## config.mk

```make
export PLATFORM = sky130hd
export DESIGN_NAME = ths_interp
export DESIGN_NICKNAME = d
export VERILOG_FILES = /design/src/hw/rtl/ths_pkg.sv /design/src/hw/rtl/ths_interp.sv
export SDC_FILE = /design/constraint.sdc
export NUM_CORES = 2
export LEC_CHECK = 0
export ABC_AREA = 1
export CORE_MARGIN = 10
export CORE_UTILIZATION = 44
export CTS_CLUSTER_DIAMETER = 50
export DETAILED_ROUTE_END_ITERATION = 8
export DONT_BUFFER_PORTS = 1
export HOLD_SLACK_MARGIN = 0.12
export SYNTH_ARGS = -nofsm -noshare
export SYNTH_HDL_FRONTEND = slang
export SYNTH_SLANG_ARGS = --single-unit
```

## constraint.sdc

```tcl
create_clock -name clk -period 13.25 [get_ports clk]
set_input_delay 0 -clock clk [delete_from_list [all_inputs] [get_ports clk]]
set_output_delay 0 -clock clk [all_outputs]
set_load 0.05 [all_outputs]
```

## src/hw/rtl/ths_pkg.sv

```systemverilog
`default_nettype none
// ============================================================================
// ths_pkg
// Shared types and constants of the terrain height sampler.
// ============================================================================
package ths_pkg;

  localparam int CFG_DATA_W  = 32;
  localparam int CFG_ADDR_W  = 4;
  localparam int POS_W       = 32;
  localparam int COORD_W     = 6;
  localparam int SAMPLE_W    = 24;
  localparam int HEIGHT_W    = 24;
  localparam int GRID_SIZE_W = 7;
  localparam int CELL_W      = 24;
  localparam int FRAC_W      = 16;

  // one in Q1.16, the sum of the three triangle weights
  localparam logic [FRAC_W:0] ONE_Q16 = (FRAC_W + 1)'(1) << FRAC_W;

  // register index, taken from paddr[3:2]
  typedef logic [1:0] reg_idx_t;
  localparam reg_idx_t REG_ORIGIN_X  = 2'd0;
  localparam reg_idx_t REG_ORIGIN_Z  = 2'd1;
  localparam reg_idx_t REG_INV_CELL  = 2'd2;
  localparam reg_idx_t REG_GRID_SIZE = 2'd3;

  // request kinds
  localparam logic ACT_WRITE = 1'b0;
  localparam logic ACT_QUERY = 1'b1;

  typedef struct packed {
    logic [POS_W-1:0]       origin_x;
    logic [POS_W-1:0]       origin_z;
    logic [31:0]            inv_cell_size;
    logic [GRID_SIZE_W-1:0] grid_size;
  } cfg_t;

endpackage
`default_nettype wire

```

## src/hw/rtl/ths_interp.sv

```systemverilog
`default_nettype none
// ============================================================================
// ths_interp
// Barycentric weighting of three cell corners, one register stage, rounding.
// ============================================================================
module ths_interp
  import ths_pkg::*;
#(
  parameter int HEIGHT_BITS = 24
) (
  input  wire logic                          clk,
  input  wire logic                          en,
  input  wire logic signed [HEIGHT_BITS-1:0] h00,
  input  wire logic signed [HEIGHT_BITS-1:0] h10,
  input  wire logic signed [HEIGHT_BITS-1:0] h01,
  input  wire logic signed [HEIGHT_BITS-1:0] h11,
  input  wire logic        [FRAC_W-1:0]      fx,
  input  wire logic        [FRAC_W-1:0]      fz,
  output logic signed      [HEIGHT_BITS-1:0] height
);

  localparam int PW = HEIGHT_BITS + FRAC_W + 2;
  localparam int SW = PW + 2;

  logic [FRAC_W:0]                fsum;
  logic                           lower;
  logic [FRAC_W:0]                wa, wb, wc;
  logic signed [HEIGHT_BITS-1:0]  ha;
  logic signed [PW-1:0]           pa_nxt, pb_nxt, pc_nxt;
  logic signed [PW-1:0]           pa_r, pb_r, pc_r;
  logic signed [SW-1:0]           acc;

  // pick the triangle on the diagonal from (1,0) to (0,1)
  assign fsum  = {1'b0, fx} + {1'b0, fz};
  assign lower = (fsum <= ONE_Q16);

  always_comb begin
    if (lower) begin
      ha = h00;
      wa = ONE_Q16 - fsum;
      wb = {1'b0, fx};
      wc = {1'b0, fz};
    end else begin
      ha = h11;
      wa = fsum - ONE_Q16;
      wb = ONE_Q16 - {1'b0, fz};
      wc = ONE_Q16 - {1'b0, fx};
    end
  end

  assign pa_nxt = PW'(ha)  * PW'($signed({1'b0, wa}));
  assign pb_nxt = PW'(h10) * PW'($signed({1'b0, wb}));
  assign pc_nxt = PW'(h01) * PW'($signed({1'b0, wc}));

  always_ff @(posedge clk) begin
    if (en) begin
      pa_r <= pa_nxt;
      pb_r <= pb_nxt;
      pc_r <= pc_nxt;
    end
  end

  // round to nearest, halves up
  assign acc    = SW'(pa_r) + SW'(pb_r) + SW'(pc_r) + (SW'(1) <<< (FRAC_W - 1));
  assign height = HEIGHT_BITS'(acc >>> FRAC_W);

endmodule
`default_nettype wire

```

After elaboration in Yosys (flattened, before gate mapping)
Index checks and enable logic that the tools add are counted.

word-level totals
  bits in registers = 120
  latch bits = 0
  RAM bits = 0
  ROM bits = 0
  input bits = 130
  output and inout port bits = 24
  word-level logic and storage cells = 19
  memories kept = 0

cells by class
  $add $sub $neg = 8
  multiply operators = 3
  divide/modulo/power cells = 0
  $lt $le $gt $ge = 1
  equality and inequality tests = 0
  shift operators = 0
  mux-type cells = 4
  bitwise gates (word level) = 0
  reduce and logical (&&, ||, !) cells = 0

operator list
  kind                                                                  number
  24-bit by 18-bit multiplier with 40-bit output                        3
  40-bit adder                                                          2
  17-bit 2-to-1 mux                                                     3
  40-bit by 17-bit adder with 40-bit output, second input constant      1
  17-bit by 16-bit subtractor with 17-bit output, first input constant  2
  24-bit 2-to-1 mux                                                     1
  16-bit by 16-bit adder with 17-bit output                             1
  17-bit less-or-equal comparator, second input constant                1
  17-bit subtractor, first input constant                               1
  17-bit subtractor, second input constant                              1

Longest topological paths before layout
  word-level depth = 4
  gate-level depth with buffers = 47
  gate-level depth less buffers = 45

Least setup slack after synthesis
OpenSTA, ideal clock, no wires.

  path kind = input port to flip-flop
  from = in fx[0]
  to = reg pa_r[37], data pin
  setup time = 0.262 ns
  data arrival time = 7.395 ns
  data required time = 12.988 ns
  slack = 5.592 ns
  stages on the path = 42
  path buffers = 2
  cell sequence = ha_1 -> inv_1 -> fa_1 -> inv_2 -> nand3_1 -> nand2_1 -> nand2_1 -> nand2_1 -> inv_2 -> nor2_2 -> nand3_2 -> nor2_2 -> nand3_2 -> nand2_4 -> buf_4 -> nand2_1 -> xor2_1 -> clkbuf_1 -> (+6 left out) -> fa_1 -> fa_1 -> inv_1 -> fa_1 -> inv_1 -> ha_1 -> nand2_1 -> nor2_1 -> inv_1 -> nor3_1 -> nand3_1 -> nand3_1 -> nand2_1 -> nand2_1 -> a21oi_1 -> o21ai_0 -> a21oi_1 -> xor2_1

between the ends
  word-level cells in the longest chain between the ends = 4
  elaborated cells between the ends (all ways) = 7
  classes of those cells = add/sub: 3; mul: 1; order compare: 1; mux: 2

ends and longest elaborated chain
  item                                                           line              source
  from (decl)                                                    ths_interp.sv:17  input wire logic [FRAC_W-1:0] fx,
  16-bit by 16-bit adder with 17-bit output (*)                  ths_interp.sv:34  assign fsum = {1'b0, fx} + {1'b0, fz};
  17-bit subtractor (tied with other cells)                      ths_interp.sv:45  wa = fsum - ONE_Q16;
  17-bit 2-to-1 mux / 24-bit 2-to-1 mux (equally long branches)  ths_interp.sv:38  if (lower) begin
  24-bit by 18-bit multiplier with 40-bit output (*)             ths_interp.sv:51  assign pa_nxt = PW'(ha) * PW'($signed({1'b0, wa}));
  net pa_nxt[37]                                                 ths_interp.sv:29  logic signed [PW-1:0] pa_nxt, pb_nxt, pc_nxt;
  to (signal assigned)                                           ths_interp.sv:57  pa_r <= pa_nxt;
  to (decl)                                                      ths_interp.sv:30  logic signed [PW-1:0] pa_r, pb_r, pc_r;

The timed path passes the listed nets; every way through them passes the cells marked *.
A chain may end at the register's enable or synchronous reset.

Worst setup path in the final report
  from = in fx[0]
  to = reg pa_r[34], data pin

The elaborated chain is that of the path after synthesis.

==> results.md <==
- Filler cell count: 11800
- Syn nets: 7931
- Vias/cell: 5.14
- Share of async-settable or async-resettable flops after synthesis: 0%
- CTS buffer count: 17
- RSZ-0062 raised after global routing: false
- Main synth FF type: edfxtp_1
- Vias in the first global route: 41900
- Synth cell types: 56
- Fin crit share: 74.5%
- Met1 Wirelength: 64500 um
- Most frequent CP cell: nand2_1
- Final HPWL DP: 135000 um
- Worst Path Arrival: 10.06 ns
- Aggregate global routing overflow: 0
- Seq/Total Area, Yosys: 6.93%
- Core outline area: 0.118 mm^2
- Synth area leaders: fa_1 (46%), inv_1 (12%), ha_1 (9.2%)
- Antenna violations before repair: 6
- Status: complete, no violations
- Crit path max-delay family: adder cells
- Worst path slowest cell: xor2_1
- Post-CTS setup buffers: 0
- Die ar.: 0.132 mm^2
- CTS H-tree lvls: 4
- Startpoint Class: input pin
- Area delta synth->final: 4.41%
- Top layer in use: met5
- Routability Congestion: 0.969
- Clock slew at reported path FFs: 0.07 ns
- Hold Vio Cnt, Final: 0
- Die W: 364 um
- Top-level I/O count: 154
- Max-Cap Viols: 0
- Tmin final: 9.87 ns
- Finish-stage setup viols: 0
- Mean Syn Cell Area: 8.37 um^2
- Clock Tree Buf Depth: 2
- Ys Warns: 0
- Initial Util: 44.2%
- Clock Sinks: 120
- GRT Total Usage: 24.2%
- Routed wl met3: 12500 um
- Largest net degree at the start of global routing: 121
- Slew @ Worst Pin: 1.36 ns
- Rows: 126
- Drt pass-1 iters: 6
- Worst EP required: 13.44 ns
- WP buf/inv: 9
- CP max FO: 77
- Total Routed Length: 156000 um
- Critical path type: input pin to register
- Cell Area, Synth: 0.0520 mm^2
- Die height: 364 um
- Type of the most critical hold path: input pin to register
- Syn Inst Count: 6211
- Area leader, netlist: fa_1
- Crit. End Element: register
- Post-synth EDFFs: 120
- Layout cells sized above 1: 3.43%
- Vias: 39500
- Post-layout nets: 7853
- Routed Antenna Nets: 0
- Starting DRT DRC Count: 2706
- First-pass GRT wire length: 244000 um
- Fmax: 101 MHz
- Root buffer cell: clkbuf_16
- Yosys top cell area share: 46.5%
- #FFs+latches synth: 120
- Slew HR: 8.75%
- CP max stage delay: 1.08 ns
- Met2 wire length: 74100 um
- Routed length per instance: 20.4 um
- Number of port buffers: 0
- CTS tree: yes
- Fin. max-slew vios: 0
- DRC errors left: 0
- Setup TNS: 0 ns
-- repair_timing --
item,CTS,global route
hold endpoints to repair,124,0
hold buffers,7,0
gates resized for setup,0,0
-- stage by stage --
step	std cells	hold slack (ns)	worst slack, ns	area (um^2)	utilization, %
after global routing	7682	0.144	2.75	54200	46.1
after detailed placement	7643	0.148	3.15	53600	45.6
after global placement	7643	0.148	3.22	53600	45.6
after CTS	7682	0.121	3.62	54200	46.1
after floorplan	6211	0.112	5.59	52000	-
final	7683	0.144	3.38	54300	46.1
-- synthesized netlist by cell type, types with 16 or more instances --
master	count
inv_1	1697
fa_1	1206
nand2_1	1053
nor2_1	720
ha_1	384
a21oi_1	176
edfxtp_1	120
xor2_1	120
nand3_1	105
o21ai_0	92
buf_2	91
xnor2_1	71
inv_2	44
clkbuf_1	43
nor3_1	34
o21ai_2	29
nand4_1	27
o21ai_1	20
a31oi_1	16
-- per-layer routing --
metal,vias up,track usage [%]
met4,4,7.37
li1,17900,-
met1,20100,31.9
met3,248,4.83
met5,-,0
met2,1281,40.1
-- kinds of logic after synthesis --
logic type	Yosys count	share of synthesized area [%]
AND/OR/NAND/NOR	1989	15.1
buffers and inverters	1912	14.2
adder cells (fa/ha/maj)	1590	55.7
AO/OA/AOI/OAI	401	4.53
XOR/XNOR	199	3.49
flip-flops	120	6.93
-- flip-flops by register name, summed over array words and instances (netlist names) --
register and cells:
pa_r 40, pc_r 40, pb_r 40
-- cell usage in the layout (no fill, tap or decap), types with 27 or more instances in the layout --
| cell | instances |
|---|---|
| ha_1 | 384 |
| inv_2 | 44 |
| nand4_1 | 27 |
| nand2_1 | 1053 |
| a21oi_1 | 176 |
| xnor2_1 | 70 |
| nor2_1 | 720 |
| fa_1 | 1206 |
| o21ai_0 | 92 |
| inv_1 | 1697 |
| xor2_1 | 114 |
| buf_4 | 59 |
| o21ai_2 | 30 |
| nor3_1 | 34 |
| nand3_1 | 105 |
| edfxtp_1 | 120 |
-- final cells by class --
class	count	area (um^2)	area share, %
flip-flops and latches	120	3600	6.64
repair buffers	66	531	0.978
clock buffers	17	425	0.784
clock inverters	15	151	0.279
diodes	1	2.50	0.00461
well taps	1536	1920	3.54
multi-input cells	4179	41000	75.7
inverters	1749	6570	12.1
-- worst paths after layout --
path                  slack [ns]   from  depth (start not counted)            endpoint
worst max-delay path        3.38  fx[0]                         40  pa_r[34]$_DFFE_PP_
worst min-delay path        0.14  fx[0]                          4   pb_r[0]$_DFFE_PP_
Power is not shown: default switching activity piles up to over one toggle a cycle in this logic, so the estimate is an artifact.
