File: config.mk
export PLATFORM = sky130hd
export DESIGN_NAME = ths_cfg
export DESIGN_NICKNAME = d
export VERILOG_FILES = /design/src/hw/rtl/ths_pkg.sv /design/src/hw/rtl/ths_cfg.sv
export SDC_FILE = /design/constraint.sdc
export NUM_CORES = 1
export LEC_CHECK = 0
export BUFFER_PORTS_ARGS = -buffer_cell sky130_fd_sc_hd__buf_2
export CORE_ASPECT_RATIO = 1.2
export CORE_MARGIN = 5
export CORE_UTILIZATION = 35
export DETAILED_ROUTE_END_ITERATION = 10
export PLACE_DENSITY_LB_ADDON = 0.2
export SYNTH_ARGS = -nofsm -noshare
export SYNTH_HDL_FRONTEND = slang
export SYNTH_SLANG_ARGS = --single-unit
File: constraint.sdc
create_clock -name clk -period 2.6 [get_ports clk]
set_clock_uncertainty 0.15 [all_clocks]
set_input_delay 0.52 -clock clk [delete_from_list [all_inputs] [get_ports clk]]
set_output_delay 0.52 -clock clk [all_outputs]
set_load 0.01 [all_outputs]
File: src/hw/rtl/ths_pkg.sv
`default_nettype none
// ============================================================================
// ths_pkg
// Shared types and constants of the terrain height sampler.
// ============================================================================
package ths_pkg;

  localparam int CFG_DATA_W  = 32;
  localparam int CFG_ADDR_W  = 4;
  localparam int POS_W       = 32;
  localparam int COORD_W     = 6;
  localparam int SAMPLE_W    = 24;
  localparam int HEIGHT_W    = 24;
  localparam int GRID_SIZE_W = 7;
  localparam int CELL_W      = 24;
  localparam int FRAC_W      = 16;

  // one in Q1.16, the sum of the three triangle weights
  localparam logic [FRAC_W:0] ONE_Q16 = (FRAC_W + 1)'(1) << FRAC_W;

  // register index, taken from paddr[3:2]
  typedef logic [1:0] reg_idx_t;
  localparam reg_idx_t REG_ORIGIN_X  = 2'd0;
  localparam reg_idx_t REG_ORIGIN_Z  = 2'd1;
  localparam reg_idx_t REG_INV_CELL  = 2'd2;
  localparam reg_idx_t REG_GRID_SIZE = 2'd3;

  // request kinds
  localparam logic ACT_WRITE = 1'b0;
  localparam logic ACT_QUERY = 1'b1;

  typedef struct packed {
    logic [POS_W-1:0]       origin_x;
    logic [POS_W-1:0]       origin_z;
    logic [31:0]            inv_cell_size;
    logic [GRID_SIZE_W-1:0] grid_size;
  } cfg_t;

endpackage
`default_nettype wire

File: src/hw/rtl/ths_cfg.sv
`default_nettype none
// ============================================================================
// ths_cfg
// Configuration registers behind the APB-style port.
// ============================================================================
module ths_cfg
  import ths_pkg::*;
(
  input  wire logic                  clk,
  input  wire logic                  rst_n,
  input  wire logic                  psel,
  input  wire logic                  penable,
  input  wire logic                  pwrite,
  input  wire logic [CFG_ADDR_W-1:0] paddr,
  input  wire logic [CFG_DATA_W-1:0] pwdata,
  output logic      [CFG_DATA_W-1:0] prdata,
  output cfg_t                       cfg
);

  cfg_t     cfg_r;
  logic     wr_en;
  reg_idx_t idx;

  assign wr_en = psel && penable && pwrite;
  assign idx   = paddr[3:2];
  assign cfg   = cfg_r;

  always_ff @(posedge clk) begin
    if (!rst_n) begin
      cfg_r <= '0;
    end else if (wr_en) begin
      unique case (idx)
        REG_ORIGIN_X:  cfg_r.origin_x      <= pwdata;
        REG_ORIGIN_Z:  cfg_r.origin_z      <= pwdata;
        REG_INV_CELL:  cfg_r.inv_cell_size <= pwdata;
        REG_GRID_SIZE: cfg_r.grid_size     <= pwdata[GRID_SIZE_W-1:0];
        default:       cfg_r               <= cfg_r;
      endcase
    end
  end

  always_comb begin
    unique case (idx)
      REG_ORIGIN_X:  prdata = cfg_r.origin_x;
      REG_ORIGIN_Z:  prdata = cfg_r.origin_z;
      REG_INV_CELL:  prdata = cfg_r.inv_cell_size;
      REG_GRID_SIZE: prdata = CFG_DATA_W'(cfg_r.grid_size);
      default:       prdata = '0;
    endcase
  end

endmodule
`default_nettype wire

==> Yosys cells after proc, flatten, opt, wreduce, memory -nomap -nowiden <==
Index checks and enable logic that the tools add are counted.
W data, S select, Z words.
{ "totals": {"output_inout_bits": 135, "register_bits": 103, "elab_cells": 15, "n_memories": 0, "mem_bits_ro": 0, "latchBits": 0, "mem_bits_rw": 0} }
{ "classes": {"n_addsub": 0, "magnitude_cmp": 0, "n_div": 0, "multipliers": 0, "bitwise": 0, "reduce_logical": 7, "muxes": 1, "n_eq_ne": 3, "shift": 0} }
{ "op_table": {"columns": ["operator", "n"], "rows": [
  ["$pmux W32 S4", 1],
  ["$reduce_and A2 Y1", 4],
  ["$eq A2 B2 Y1 const B", 2],
  ["$eq A2 B1 Y1 const B", 1],
  ["$logic_and A1 B1 Y1", 2],
  ["$logic_not A2 Y1", 1]
]} }

==> Depth between registers and ports, before layout <==
Gate-level depths: netlist of the first run.
{ "logic_depth": {"word_depth": 3, "mapped_depth": 6, "depth_no_buf": 3} }

==> Worst setup path after synthesis of the first run <==
No wires, ideal clock.
{ "synth_timing": {"kind": "input to output", "start": "input paddr[3]", "end": "output prdata[10]", "t_arrival_ns": 1.429, "required_time_ns": 1.930, "setup_slack_ns": 0.501, "path_stages": 6, "path_cell_list": "buf_2 > nor2b_1 > buf_2 > clkbuf_1 > nand2_1 > o21ai_0"} }
{ "synth_between": {"elab_chain_cells": 2, "elab_cells_between_ends": 5, "classes_between": "eq/ne: 3; mux: 1; reduce/logical: 1"} }
{ "synth_rtl": {"columns": ["item", "line_no", "rtl"], "rows": [
  ["start: declaration", "ths_cfg.sv:14", "input wire logic [CFG_ADDR_W-1:0] paddr,"],
  ["$eq A2 B2 Y1, or another cell as far along", "ths_cfg.sv:43", "unique case (idx)"],
  ["$pmux W32 S4 (*)", "ths_cfg.sv:43", null],
  ["end: declaration", "ths_cfg.sv:16", "output logic [CFG_DATA_W-1:0] prdata,"]
]} }
Every way passes the cells marked *; elsewhere a longest branch is shown, timed or not.

==> Worst setup path after layout of the first run <==
{ "layout_timing": {"start": "input paddr[2]", "end": "output prdata[3]"} }
The elaborated chain is that of the path after synthesis.

==> results of run 1 <==
-- tightest hold or removal path: cells and delay by family (launching register included) --
kind          cells  cell delay, ps
flops             1             320
simple gates      1              50
mux               1              50
-- stage by stage --
stage	power, mW	std cells	utilization	setup slack [ps]
after floorplan	1.80	467	-	501
after global placement	1.89	782	0.435	219
after detailed placement	1.89	782	0.435	215
after CTS	3.37	798	0.461	216
after global routing	3.44	798	0.461	170
final	3.32	798	0.461	237
-- kinds of logic (layout without fill, tap and decap cells) --
| kind of cell | Yosys count | count (layout) | share of synthesized area |
|---|---|---|---|
| AO/OA/AOI/OAI | 25 | 25 | 0.0276 |
| buffers and inverters | 37 | 204 | 0.0535 |
| AND/OR/NAND/NOR | 167 | 167 | 0.144 |
| flip-flops | 103 | 103 | 0.455 |
| multiplexers | 135 | 135 | 0.320 |
-- per-layer routing --
layer | GRT usage | vias to the layer above | wire length [um] | part of all wire
met3 | 0.0385 | 14 | 826 | 0.066
met4 | 0.0548 | 0 | 170 | 0.014
met1 | 0.192 | 1827 | 5330 | 0.43
met5 | 0 | - | 0 | 0
li1 | - | 1895 | - | -
met2 | 0.272 | 110 | 6130 | 0.49
-- placed cells by master, fill, tap and decap left out --
cell	count
mux2i_1	128
mux4_1	3
buf_4	14
buf_12	2
dfxtp_1	103
nor3b_2	1
mux4_2	4
o21ai_0	25
or3b_2	1
inv_6	3
nor2b_2	1
nand2_1	161
nor2_2	1
bufinv_16	2
nand3_2	1
clkinvlp_4	2
nor3_4	1
buf_2	172
clkbuf_16	9
-- area by class of cell --
class / instances / area, sq um / area share
multi-input cells: 327 / 2240 / 0.384
flip-flops and latches: 103 / 2060 / 0.353
repair buffers: 188 / 1010 / 0.172
clock buffers: 9 / 225 / 0.0386
well taps: 164 / 205 / 0.0351
clock inverters: 7 / 101 / 0.0173
-- power by group --
group	total, mW	switching, mW	internal (mW)
Sequential	1.61	0.0159	1.60
Combinational	0.241	0.145	0.0956
Clock	1.46	0.608	0.854
-- worst min-delay path by stage --
stage | startpoint | endpoint | slack, ps
2_1_floorplan | cfg[10]$_SDFFE_PN0P_ | cfg[10]$_SDFFE_PN0P_ | 340
3_3_place_gp | cfg[10]$_SDFFE_PN0P_ | cfg[10]$_SDFFE_PN0P_ | 300
3_5_place_dp | cfg[11]$_SDFFE_PN0P_ | cfg[11]$_SDFFE_PN0P_ | 310
4_1_cts | pwdata[7] | cfg[46]$_SDFFE_PN0P_ | 320
5_1_grt | pwdata[15] | cfg[86]$_SDFFE_PN0P_ | 330
6_report | cfg[74]$_SDFFE_PN0P_ | cfg[74]$_SDFFE_PN0P_ | 320
==> impl_metrics.toml, run 1 <==
[sta]
setup_viol = 0
fin_crit_sh = 0.909
fin_hold_ws_ps = 323
finalCriticalPeriod_ps = 2360
fmax_ghz = 0.423
finalHoldViolCount = 0
max_slew.worst_pin.slew_ps = 560
grt_setup_unrepaired = "false"
slew_headroom = 0.627
setup_tns_ps = 0
slew_viol_final = 0

[setup_path]
crit_arrival_ps = 1690
r2r_setup_slack_ps = 1780
critical_path_class = "input pin to output pin"
slowest_stage = "mux4_1"
startpoint_type = "input pin"
crit_path_start = "paddr[2]"
crit_path_max_incr_delay_ps = 640
path_buf_inv = 2
end_kind = "output pin"
worstPathCellList = "buf_2 -> mux4_1 -> buf_2"
crit_cells = 3
r2r_start = "cfg[44]$_SDFFE_PN0P_"
cp_max_fo = 14
reg2reg_to = "cfg[44]$_SDFFE_PN0P_"
cp-endpoint = "prdata[3]"
cpLargestDelayFamily = "multiplexers"
worstPathRequired_ps = 1930
reg2regPathDepth = 2
critPathMostFrequentCell = "buf_2"

[floorplanning]
die_h_um = 135
num_rows = 45
die_x_um = 114
fp.coreArea_sq_um = 12700
pin_count = 176
dieArea_sq_um = 15300
initial_utilization = 0.358

[global_routing]
grt_remaining_overflow = 0
antenna_found_initial = 0
grt_max_degree = 136
grt_pass1_vias = 3791
grt_first_pass_wirelength_um = 19600
track_usage = 0.158

[final_layout]
finalInstanceArea_sq_um = 5840
largest_reg_flops = 103
fin_nets = 670
fillers = 1222
n_antenna_cell = 0
area_growth_syn_to_layout_pct = 28.9
drive_gt1_frac = 0.338

[cts]
postCtsSetupBuffers = 0
cts-root-buf = "clkbuf_16"
numCtsBuffers = 9
cts_hold_buf = 0
cts_tree = "yes"
clk_latency_ps = 340
clkSinkCount = 103
cts_buffer_depth = 2
path_clk_slew_ps = 70
cts-resized-gates = 0
cts-htree-levels = 3

[synth]
ys_top_cells_by_area = "dfxtp_1 45%, mux2i_1 28%, nand2_1 13%, o21ai_0 2.8%, mux4_2 2.0%"
ys.flop_type = "dfxtp_1"
synth_top_area_frac = 0.455
synth_most_common_cell = "nand2_1"
synth_cells = 467
ys_top_cells_by_count = "161 x nand2_1, 128 x mux2i_1, 103 x dfxtp_1"
ys_seq_elements = 103
yosys.area.top_type = "dfxtp_1"
syn_avg_cell_area_sq_um = 9.71
ys_seq_area_frac = 0.455
synth_cell_type_count = 18
synth_edf_count = 0
synth_nets = 508
synthArstFlopShare = 0
synth_area_sq_um = 4530
ys.warnings.count = 0

[worst_hold_path]
hold_path_class = "register to register"
holdPathStages = 2

[place]
dp_hpwl_um = 8780
placed_area_sq_um = 5520
port_buffers = 173
place_congestion = 0.764

[power]
cellPowerDensity_nw_per_um2 = 568
p_leak_nw = 2.84
vdd_drop_max_v = 0.000390

[drt]
detail-route-antenna-nets = 0
vias_per_cell = 4.82
vias = 3846
wl_per_cell_um = 15.6
routed_wl_um = 12500
drc = 0
drt_iter0_drc = 153
dr.pass1.iters = 4

[run_status]
status = "finished clean"

[job]
cap_violations = 0
Note: power is estimated with default switching activity, not from simulation.
==> inputs of run 2 (changes only) <==
--- a/config.mk
+++ b/config.mk
@@ -7,7 +7,7 @@
 export LEC_CHECK = 0
 export BUFFER_PORTS_ARGS = -buffer_cell sky130_fd_sc_hd__buf_2
 export CORE_ASPECT_RATIO = 1.2
-export CORE_MARGIN = 5
+export CORE_MARGIN = 2
 export CORE_UTILIZATION = 35
 export DETAILED_ROUTE_END_ITERATION = 10
 export PLACE_DENSITY_LB_ADDON = 0.2
==> constraint.sdc (replaced) <==
create_clock -name clk -period 2.14 [get_ports clk]
set_clock_uncertainty 0.15 [all_clocks]
set_input_delay 0.428 -clock clk [delete_from_list [all_inputs] [get_ports clk]]
set_output_delay 0.428 -clock clk [all_outputs]
set_load 0.01 [all_outputs]
==> run 2 against run 1 <==
Worst hold slack lost 83 ps. Die area down 9.5%. Clock-buffer cell count up 2. Wire length down 5.4%. Sequential power up 22%. Register-to-register slack worse by 460 ps. Critical path type unchanged. Largest cell class unchanged. Largest power group unchanged.
==> impl_metrics.toml, run 2 (same netlist as run 1, synthesis figures left out) <==
[global_routing]
grt_first_pass_wirelength_um = 18600
grt_pass1_vias = 3635
grt_remaining_overflow = 0
antenna_found_initial = 1
grt_max_degree = 65
track_usage = 0.169

[worst_hold_path]
hold_path_class = "input pin to register"
hold_end = "cfg[62]$_SDFFE_PN0P_"
holdPathStages = 3
hp-start = "pwdata[23]"

[drt]
routed_wl_um = 11800
detail-route-antenna-nets = 0
drc = 0
dr.pass1.iters = 5
wl_per_cell_um = 14.7
vias_per_cell = 4.80
drt_iter0_drc = 165
vias = 3844

[cts]
postCtsSetupBuffers = 0
clkSinkCount = 103
cts-root-buf = "clkbuf_16"
cts_tree = "yes"
clk_latency_ps = 330
numCtsBuffers = 9
path_clk_slew_ps = 70
cts-resized-gates = 0
cts_hold_buf = 0
cts_buffer_depth = 2
cts-htree-levels = 3

[final_layout]
finalInstanceArea_sq_um = 5920
final_cell_mix = "172 x buf_2, 161 x nand2_1, 128 x mux2i_1, 103 x dfxtp_1, 25 x o21ai_0"
final_core_util = 0.468
layout_commonest_cell = "buf_2"
final_cells = 801
multiInputGateArea_sq_um = 2240
largest_reg_flops = 103
regArea_sq_um = 2060
fillers = 1253
area_growth_syn_to_layout_pct = 30.7
fin_nets = 672
drive_gt1_frac = 0.340

[place]
dp_hpwl_um = 8530
port_buffers = 173
placedCellCount = 784
placed_area_sq_um = 5610
pre_cts_ws_ps = 99.4
place_congestion = 0.773

[sta]
finalCriticalPeriod_ps = 2040
setup_ws_ps = 95.8
setup_viol = 0
setup_tns_ps = 0
max_slew.worst_pin.slew_ps = 289
finalHoldViolCount = 0
grt_setup_unrepaired = "false"
slew_viol_final = 0
fin_hold_ws_ps = 240
fin_crit_sh = 0.955
fmax_ghz = 0.489
slew_headroom = 0.807

[floorplanning]
initial_utilization = 0.358
die_h_um = 129
dieArea_sq_um = 13900
die_x_um = 108
pin_count = 176
fp.coreArea_sq_um = 12700
num_rows = 45

[power]
p_leak_nw = 2.88
vdd_drop_max_v = 0.000380
pwr-share-comb = 0.077
pwr-share-seq = 0.495
p_sw_frac = 0.230
internal-power_mw = 3.05
switchingPower_mw = 0.911
cellPowerDensity_nw_per_um2 = 669
p_total_mw = 3.96
power_frac_clock = 0.428

[setup_path]
critical_path_class = "input pin to output pin"
startpoint_type = "input pin"
reg2regPathDepth = 2
worstPathRequired_ps = 1560
cp_max_fo = 24
slowest_stage = "mux4_2"
critPathMostFrequentCell = "buf_2"
crit_path_max_incr_delay_ps = 530
cpLargestDelayFamily = "multiplexers"
crit_arrival_ps = 1470
r2r_start = "cfg[42]$_SDFFE_PN0P_"
crit_path_start = "paddr[2]"
worstPathCellList = "buf_2 -> buf_12 -> mux4_2 -> buf_2"
end_kind = "output pin"
path_buf_inv = 3
reg2reg_to = "cfg[42]$_SDFFE_PN0P_"
r2r_setup_slack_ps = 1320

[job]
cap_violations = 0

[run_status]
status = "finished clean"
## run 2: cell types whose count changed in the layout (fill, tap and decap cells not counted)
cell	previous run	this run
diode_2	0	1
buf_12	2	8
clkbuf_8	0	2
inv_6	3	2
clkinvlp_4	2	1
buf_4	14	10
bufinv_16	2	1
clkinv_4	0	1
## run 2: how the worst max path moves through the flow
stage	end	slack, ps	cells past startpoint
after floorplan	prdata[10]	230	6
after global placement	prdata[0]	100	4
after detailed placement	prdata[0]	100	4
after CTS	prdata[0]	80	4
after global routing	prdata[31]	40	7
final	prdata[0]	100	4
## run 2: layout make-up
class,count,area share
multi-input cells,327,0.378
well taps,164,0.0346
repair buffers,190,0.185
clock buffers,11,0.0427
diodes,1,0.000422
flip-flops and latches,103,0.348
clock inverters,5,0.0108
## run 2: power groups by stage
stage,clock network (mW),logic [mW],registers (mW)
after floorplan,0,0.171,2.01
after global placement,0,0.305,2.00
after detailed placement,0,0.310,2.00
after CTS,1.74,0.311,1.96
after global routing,1.81,0.337,1.96
final,1.69,0.307,1.96
## run 2: worst min-delay path: cells and delay by family
kind                   cells  cell delay, ps
buffers and inverters      1              90
AND/OR/NAND/NOR            1              90
multiplexers               1              70
## run 2: per-layer routing
metal  up-vias  share of wire  GRT usage
li1       1894              -          -
met3         6          0.065     0.0456
met5         -              0          0
met2       128           0.47      0.278
met4         0         0.0090     0.0475
met1      1816           0.46      0.220
